File: src/line_rasterizer_assert.svh
// Assertion macros shared by the line rasterizer RTL.
`ifndef LINE_RASTERIZER_ASSERT_SVH
`define LINE_RASTERIZER_ASSERT_SVH

`ifndef SYNTHESIS

// Checks that a property holds on every clock edge outside reset.
`define LR_ASSERT(label, clk, rst, prop) \
  label: assert property (@(posedge clk) disable iff (rst) (prop)) \
    else $error("line rasterizer assertion failed");

// Checks that a condition never occurs outside reset.
`define LR_ASSERT_NEVER(label, clk, rst, cond) \
  label: assert property (@(posedge clk) disable iff (rst) !(cond)) \
    else $error("line rasterizer forbidden condition seen");

`else

`define LR_ASSERT(label, clk, rst, prop)
`define LR_ASSERT_NEVER(label, clk, rst, cond)

`endif

`endif

File: src/lr_pkg.sv
package lr_pkg;

  // Coordinate and error widths; the error term carries sign and headroom.
  localparam int COORD_BITS = 8;
  localparam int ERR_BITS   = COORD_BITS + 2;
  localparam int COLOR_BITS = 16;

  // Configuration port geometry.
  localparam int DATA_BITS    = 32;
  localparam int REG_IDX_BITS = 2;
  localparam int ADDR_BITS    = REG_IDX_BITS + 2;

  typedef logic [COORD_BITS-1:0] coord_t;
  typedef logic [ERR_BITS-1:0]   err_t;
  typedef logic [COLOR_BITS-1:0] color_t;

  // Request operation codes.
  typedef enum logic {
    OP_START   = 1'b0,
    OP_ADVANCE = 1'b1
  } op_t;

  // Register indexes on the configuration port.
  localparam logic [REG_IDX_BITS-1:0] REG_KEY_SKIP_ENABLE = 2'd0;
  localparam logic [REG_IDX_BITS-1:0] REG_KEY_COLOR       = 2'd1;
  localparam logic [REG_IDX_BITS-1:0] REG_OR_MODE         = 2'd2;

  typedef struct packed {
    logic   operation;
    coord_t x_start;
    coord_t y_start;
    coord_t x_end;
    coord_t y_end;
    color_t line_color_in;
  } cmd_t;

  typedef struct packed {
    coord_t pixel_x;
    coord_t pixel_y;
    color_t pixel_color;
    logic   merge_or;
    logic   last_pixel;
  } pixel_t;

  typedef struct packed {
    logic   key_skip_enable;
    color_t key_color;
    logic   or_mode;
  } cfg_t;

  // Moves a coordinate one step, wrapping at the coordinate width.
  function automatic coord_t step_coord(coord_t c, logic neg);
    return neg ? coord_t'(c - coord_t'(1)) : coord_t'(c + coord_t'(1));
  endfunction

endpackage

File: src/lr_regs.sv
module lr_regs (
  input  logic                          clk,
  input  logic                          rst,
  input  logic                          psel,
  input  logic                          penable,
  input  logic                          pwrite,
  input  logic [lr_pkg::ADDR_BITS-1:0]  paddr,
  input  logic [lr_pkg::DATA_BITS-1:0]  pwdata,
  output logic [lr_pkg::DATA_BITS-1:0]  prdata,
  output logic                          pready,
  output lr_pkg::cfg_t                  cfg
);
  import lr_pkg::*;

  logic                    wr_en;
  logic [REG_IDX_BITS-1:0] reg_idx;

  assign pready  = 1'b1;
  assign wr_en   = psel && penable && pwrite;
  assign reg_idx = paddr[ADDR_BITS-1:2];

  // Register writes in the access phase; unknown indexes are ignored.
  always_ff @(posedge clk) begin
    if (rst) begin
      cfg <= '0;
    end else if (wr_en) begin
      case (reg_idx)
        REG_KEY_SKIP_ENABLE: cfg.key_skip_enable <= pwdata[0];
        REG_KEY_COLOR:       cfg.key_color       <= pwdata[COLOR_BITS-1:0];
        REG_OR_MODE:         cfg.or_mode         <= pwdata[0];
        default: ;
      endcase
    end
  end

  // Read-back mux.
  always_comb begin
    prdata = '0;
    case (reg_idx)
      REG_KEY_SKIP_ENABLE: prdata = {{(DATA_BITS-1){1'b0}}, cfg.key_skip_enable};
      REG_KEY_COLOR:       prdata = {{(DATA_BITS-COLOR_BITS){1'b0}}, cfg.key_color};
      REG_OR_MODE:         prdata = {{(DATA_BITS-1){1'b0}}, cfg.or_mode};
      default:             prdata = '0;
    endcase
  end

endmodule

File: src/line_rasterizer.sv
// Bresenham line generator for all eight octants. A start request loads two
// endpoints and a color and yields no pixel; each advance request then yields
// one pixel, the final one marked last_pixel, after which advances yield
// nothing until the next start; a start whose color equals the enabled key
// color starts no line. The block takes one request per clock unless stalled
// and delivers at most one pixel per clock, through the request register and
// then the pixel register. The rate is set by the per-pixel error update, an
// add/compare/step loop on the line state. The pixel register decouples the
// sides: requests keep flowing while a pixel waits, and outside reset only an
// advance that meets a stalled, full pixel register holds the request side.
// Configuration is an APB register port; no clearing pass follows reset.
`include "line_rasterizer_assert.svh"

module line_rasterizer (
  input  logic                          clk,
  input  logic                          rst,
  input  logic                          cmd_valid,
  output logic                          cmd_stall,
  input  lr_pkg::cmd_t                  cmd,
  output logic                          pixel_valid,
  input  logic                          pixel_stall,
  output lr_pkg::pixel_t                pixel,
  input  logic                          psel,
  input  logic                          penable,
  input  logic                          pwrite,
  input  logic [lr_pkg::ADDR_BITS-1:0]  paddr,
  input  logic [lr_pkg::DATA_BITS-1:0]  pwdata,
  output logic [lr_pkg::DATA_BITS-1:0]  prdata,
  output logic                          pready
);
  import lr_pkg::*;

  cfg_t cfg;

  // Request register.
  logic   req_valid;
  cmd_t   req;

  // Line state.
  coord_t cur_x;
  coord_t cur_y;
  coord_t major_end;
  err_t   err_term;
  coord_t delta_x_abs;
  coord_t delta_y_abs;
  logic   x_step_neg;
  logic   y_step_neg;
  logic   major_is_x;
  logic   line_active;
  color_t held_color;

  // Combinational work on the registered request.
  logic   is_start;
  logic   produces;
  logic   consume;
  logic   cmd_accept;
  logic   s_x_neg;
  logic   s_y_neg;
  coord_t s_dx;
  coord_t s_dy;
  logic   s_major_x;
  coord_t s_dmaj;
  coord_t s_dmin;
  err_t   s_err;
  logic   s_key_hit;
  coord_t a_major;
  logic   a_last;
  coord_t a_dmaj;
  coord_t a_dmin;
  logic   a_err_pos;
  err_t   a_err_mid;
  err_t   a_err_next;

  lr_regs u_regs (
    .clk     (clk),
    .rst     (rst),
    .psel    (psel),
    .penable (penable),
    .pwrite  (pwrite),
    .paddr   (paddr),
    .pwdata  (pwdata),
    .prdata  (prdata),
    .pready  (pready),
    .cfg     (cfg)
  );

  // Handshake: the request register moves on unless its pixel is blocked.
  assign is_start   = (req.operation == OP_START);
  assign produces   = req_valid && !is_start && line_active;
  assign consume    = req_valid && (!produces || !pixel_valid || !pixel_stall);
  assign cmd_stall  = rst || (req_valid && !consume);
  assign cmd_accept = cmd_valid && !cmd_stall;

  // Start: directions, absolute deltas, major axis and initial error.
  always_comb begin
    s_x_neg   = req.x_end < req.x_start;
    s_y_neg   = req.y_end < req.y_start;
    s_dx      = s_x_neg ? coord_t'(req.x_start - req.x_end)
                        : coord_t'(req.x_end - req.x_start);
    s_dy      = s_y_neg ? coord_t'(req.y_start - req.y_end)
                        : coord_t'(req.y_end - req.y_start);
    s_major_x = s_dx >= s_dy;
    s_dmaj    = s_major_x ? s_dx : s_dy;
    s_dmin    = s_major_x ? s_dy : s_dx;
    s_err     = err_t'({{(ERR_BITS-COORD_BITS){1'b0}}, s_dmin}
              - {{(ERR_BITS-COORD_BITS+1){1'b0}}, s_dmaj[COORD_BITS-1:1]});
    s_key_hit = cfg.key_skip_enable && (req.line_color_in == cfg.key_color);
  end

  // Advance: end test and error update.
  always_comb begin
    a_major    = major_is_x ? cur_x : cur_y;
    a_last     = (a_major == major_end);
    a_dmaj     = major_is_x ? delta_x_abs : delta_y_abs;
    a_dmin     = major_is_x ? delta_y_abs : delta_x_abs;
    a_err_pos  = !err_term[ERR_BITS-1] && (err_term != '0);
    a_err_mid  = a_err_pos
               ? err_t'(err_term - {{(ERR_BITS-COORD_BITS){1'b0}}, a_dmaj})
               : err_term;
    a_err_next = err_t'(a_err_mid + {{(ERR_BITS-COORD_BITS){1'b0}}, a_dmin});
  end

  // Control registers.
  always_ff @(posedge clk) begin
    if (rst) begin
      req_valid   <= 1'b0;
      pixel_valid <= 1'b0;
      line_active <= 1'b0;
    end else begin
      if (cmd_accept) begin
        req_valid <= 1'b1;
      end else if (consume) begin
        req_valid <= 1'b0;
      end
      if (consume && produces) begin
        pixel_valid <= 1'b1;
      end else if (!pixel_stall) begin
        pixel_valid <= 1'b0;
      end
      if (consume && is_start) begin
        line_active <= !s_key_hit;
      end else if (consume && produces && a_last) begin
        line_active <= 1'b0;
      end
    end
  end

  // Request payload register.
  always_ff @(posedge clk) begin
    if (cmd_accept) begin
      req <= cmd;
    end
  end

  // Line state and pixel payload.
  always_ff @(posedge clk) begin
    if (consume && is_start) begin
      cur_x       <= req.x_start;
      cur_y       <= req.y_start;
      x_step_neg  <= s_x_neg;
      y_step_neg  <= s_y_neg;
      delta_x_abs <= s_dx;
      delta_y_abs <= s_dy;
      major_is_x  <= s_major_x;
      major_end   <= s_major_x ? req.x_end : req.y_end;
      err_term    <= s_err;
      held_color  <= req.line_color_in;
    end else if (consume && produces) begin
      pixel.pixel_x     <= cur_x;
      pixel.pixel_y     <= cur_y;
      pixel.pixel_color <= held_color;
      pixel.merge_or    <= cfg.or_mode;
      pixel.last_pixel  <= a_last;
      if (!a_last) begin
        if (major_is_x) begin
          cur_x <= step_coord(cur_x, x_step_neg);
          if (a_err_pos) begin
            cur_y <= step_coord(cur_y, y_step_neg);
          end
        end else begin
          cur_y <= step_coord(cur_y, y_step_neg);
          if (a_err_pos) begin
            cur_x <= step_coord(cur_x, x_step_neg);
          end
        end
        err_term <= a_err_next;
      end
    end
  end

  // The pixel register is never overwritten while a stalled pixel waits.
  `LR_ASSERT_NEVER(a_no_pixel_overwrite, clk, rst, pixel_valid && pixel_stall && consume && produces)
  // The request side stalls only while an item is held in the request register.
  `LR_ASSERT(a_stall_has_item, clk, rst, cmd_stall |-> req_valid)
  // Emitting the last pixel ends the line.
  `LR_ASSERT(a_last_ends_line, clk, rst, (consume && produces && a_last) |=> !line_active)
  // A keyed start leaves no line active.
  `LR_ASSERT(a_key_skip, clk, rst, (consume && is_start && s_key_hit) |=> !line_active)
  // A pixel is only loaded from an active line.
  `LR_ASSERT(a_pixel_from_line, clk, rst, $rose(pixel_valid) |-> $past(line_active))

endmodule
File: config.mk
export PLATFORM = sky130hd
export DESIGN_NAME = line_rasterizer
export DESIGN_NICKNAME = d
export VERILOG_FILES = /design/src/lr_pkg.sv /design/src/lr_regs.sv /design/src/line_rasterizer.sv
export VERILOG_INCLUDE_DIRS = /design/src /design/src/src
export SDC_FILE = /design/constraint.sdc
export NUM_CORES = 1
export LEC_CHECK = 0
export BUFFER_PORTS_ARGS = -buffer_cell sky130_fd_sc_hd__buf_2
export CAP_MARGIN = 10
export CORE_ASPECT_RATIO = 0.9
export CORE_UTILIZATION = 35
export CTS_BUF_LIST = sky130_fd_sc_hd__clkbuf_2
export CTS_CLUSTER_DIAMETER = 30
export DETAILED_ROUTE_END_ITERATION = 6
export PLACE_DENSITY = 0.58
export SLEW_MARGIN = 20
export SYNTH_ARGS = -nofsm -noshare
export SYNTH_HDL_FRONTEND = slang
export SYNTH_HIERARCHICAL = 1
export SYNTH_SLANG_ARGS = --single-unit
File: constraint.sdc
create_clock -name clk -period 13.19 [get_ports clk]
set_input_delay 3.2975 -clock clk [delete_from_list [all_inputs] [get_ports clk]]
set_output_delay 3.2975 -clock clk [all_outputs]
set_load 0.02 [all_outputs]
==> results by group <==
Routing
  • Vias: 6345
  • Wirelength, routed: 21.1 mm
  • Via density: 4.75
  • Routed wire per std cell: 15.7 µm
  • DR pass1 iterations: 4
  • Initial drt markers: 371
  • DRC Markers: 0
  • Antenna Violating Nets Remaining: 0

Place
  • Placement-stage cell area: 10800 µm²
  • I/O Buffers: 125
  • DP Wirelength: 16.3 mm
  • Final GP Congestion: 0.840

Floorplan
  • Starting Density: 36.0%
  • Die Y: 161 µm
  • Top Ports: 161
  • Total die area: 28800 µm²
  • Num rows: 57
  • Placeable Area: 27300 µm²
  • Die X: 179 µm

Run
  • # Max-Cap Violations: 0

Min path
  • Hold Path Sink: pixel[5]
  • Hold Path Stages: 0
  • Hold crit path type: flop to flop
  • Hold Crit Start: held_color[3]

Power and ir drop
  • VDD IR-drop max: 0.0568 mV
  • Flop pwr share: 46.7%
  • Pwr dens: 126 nW/µm²
  • Clk pwr share: 19.8%
  • Combinational power share: 33.5%
  • Pleak: 4.50 nW
  • Pint: 905 µW
  • Net switching power figure: 480 µW
  • Net Sw Frac: 34.7%

GRT
  • Initial antenna violation count: 1
  • Grt total ovfl: 0
  • Gr usage total: 14.9%
  • Largest net degree at the start of global routing: 64
  • First-pass GRT wire length: 32.9 mm
  • Vias in the first global route: 6040

Worst setup path
  • R2r startpoint: req[32]
  • Critical path type: input port to primary output
  • Reg2reg end: err_term[8]
  • Crit start category: input port
  • R2r setup slk: 7.08 ns
  • Slowest stage delay, CP: 0.39 ns
  • CP Cell Sequence: buf_2, or2_2, buf_2
  • Worst path slowest cell: or2_2
  • Crit-path max FO: 38
  • Crit path top cell by count: buf_2
  • Arr. time, crit path: 4.13 ns
  • Cells on worst reg2reg path: 26
  • CP required: 9.89 ns
  • CP Capture Type: primary output

Synth
  • Post-synth EDFFs: 152
  • Count of unique library cells instantiated by Yosys: 70
  • YS warnings: 6
  • Top cell type's share of synthesized area: 46.4%
  • Post-Syn Area: 9840 µm²
  • Leading area contributor after synthesis: edfxtp_1
  • Synthesized flop and latch total: 173
  • Largest cells by area after synthesis: edfxtp_1, ha_1, mux2i_1
  • Ys flop type: edfxtp_1
  • Mapped Cells: 844
  • Seq/Total Area, Yosys: 50.7%
  • Synth async-reset ratio: 0%
  • Post-synthesis average cell area: 11.7 µm²

Cells and area
  • Layout cell share with drive strength beyond 1: 20.6%
  • Nets@finish: 1142
  • Area growth, synth to finish: 11.7%
  • Fill count: 2633
  • Final Cell Area: 11000 µm²

STA
  • Final setup vio count: 0
  • RSZ-0062 raised after global routing: false
  • Worst-Margin Slew: 0.947 ns
  • Final Cycle Share: 56.3%
  • Slew Limit Fails: 0
  • Worst slew margin: 36.6%
  • Final Hold Viols: 0
  • Setup Skew: 0.0443 ns
  • F_max: 135 MHz
  • Setup_tns: 0 ns
  • Final min period: 7.43 ns

Clock tree
  • Reg clk slew, reported paths: 0.28 ns
  • CTS HTree Levels: 4
  • Clock Latency Late Sink: 0.75 ns
  • Clock sinks: 173
  • TritonCTS Buffers: 17
  • Root Buffer: clkbuf_2
  • Resized Gates After CTS: 0
  • Hold-fix buffer count after cts: 0
  • CTS tree: done
  • Post-CTS Repair Setup Buffers: 0
  • Max clock buf depth: 2

Run status
  • Outcome: finished clean
-- sequential cells by signal (all words and copies together) (netlist names) --
signal       flops
req             49
cur_x            8
major_is_x       1
delta_x_abs      8
line_active      1
err_term        10
u_regs/cfg      18
x_step_neg       1
req_valid        1
held_color      16
pixel_valid      1
delta_y_abs      8
y_step_neg       1
pixel           34
major_end        8
cur_y            8
-- worst max path at each step --
| stage | start | to | slack [ns] | cells past startpoint |
|---|---|---|---|---|
| detailed placement | rst | cmd_stall | 5.76 | 3 |
| global route | rst | cmd_stall | 5.70 | 3 |
| floorplan | paddr[3] | prdata[11] | 5.93 | 3 |
| finish | rst | cmd_stall | 5.76 | 3 |
| global placement | rst | cmd_stall | 5.76 | 3 |
| CTS | rst | cmd_stall | 5.76 | 3 |
-- power by group through the flow --
stage               clock network [mW]  logic [mW]  registers [mW]
finish                           0.274       0.464           0.647
detailed placement                   0       0.461           0.659
floorplan                            0       0.372           0.653
global placement                     0       0.454           0.659
global route                     0.308       0.522           0.650
CTS                              0.290       0.465           0.648
-- metal layers --
layer	track usage, %	part of all wire (%)
met4	3.66	1.1
met5	0	0
met1	21.9	50
met2	22.9	45
met3	2.33	3.4
-- cell usage in the layout (no fill, tap or decap), drive strengths merged, types with 3 or more instances in the layout --
cell type,n
clkbuf,19
buf,131
inv,74
edfxtp,152
nor4,4
nand2,49
nand4,5
a21oi,62
nand3b,4
nor2b,3
xor2,17
mux2i,45
conb,17
clkinvlp,4
dfxtp,21
nor2,38
clkinv,3
o21ai,46
fa,9
nand3,5
nand2b,38
ha,72
a221oi,4
nor3,10
o21bai,6
o22ai,4
xnor2,49
a31oi,4
and2,19
mux2,16
a211oi,4
o21a,5
a21o,19
-- cells in the mapped netlist, types with 2 or more instances --
master	instances
edfxtp_1	152
ha_1	72
inv_1	67
a21oi_1	58
xnor2_1	49
nand2_1	48
mux2i_1	45
nand2b_1	38
nor2_1	37
o21ai_0	27
dfxtp_1	21
a21o_1	18
buf_4	18
o21ai_1	18
and2_1	17
xor2_1	17
mux2_2	15
clkbuf_1	11
nor3_1	10
fa_1	9
o21bai_1	6
buf_2	5
nand4_1	5
o21a_1	5
a211oi_1	4
a31oi_1	4
nand3_1	4
nand3b_1	4
nor4_1	4
o22ai_1	4
a221oi_1	3
buf_6	3
nor2b_1	3
a211o_1	2
a21oi_2	2
a21oi_4	2
buf_1	2
conb_1	2
o31ai_1	2
-- logic make-up after synthesis --
group,count (synthesis),share of synthesized area [%]
muxes,61,6.41
AOI/OAI and AO/OA,169,11.0
DFF,173,50.7
other,2,0.0763
adders and majority gates,81,11.0
xor gates and xnor gates,66,5.87
buffers and inverters,109,5.35
and+or+nand+nor,183,9.69
-- worst max-delay path, delay by kind of cell --
kind	cells	cell delay, ns
buffers and inverters	2	0.43
AND/OR/NAND/NOR	1	0.39
-- final cells by class --
class	count	area, µm²	area share [%]
clock inverters	13	133	1.21
flip-flops and latches	173	4980	45.3
clock buffers	19	95.1	0.865
repair buffers	131	671	6.10
inverters	69	264	2.40
multi-input cells	577	4400	40.1
diodes	1	2.50	0.0228
well taps	354	443	4.03
-- per-stage QoR --
stage	setup slack, ns	cells	hold WS (ns)	power [mW]	util [%]
after global placement	5.76	1304	0.401	1.11	39.4
after global routing	5.70	1337	0.439	1.48	40.3
final	5.76	1337	0.440	1.39	40.3
after CTS	5.76	1336	0.438	1.40	40.3
after floorplan	5.93	859	0.400	1.03	-
after detailed placement	5.76	1304	0.406	1.12	39.4
Power figures use the tool's default switching activity.
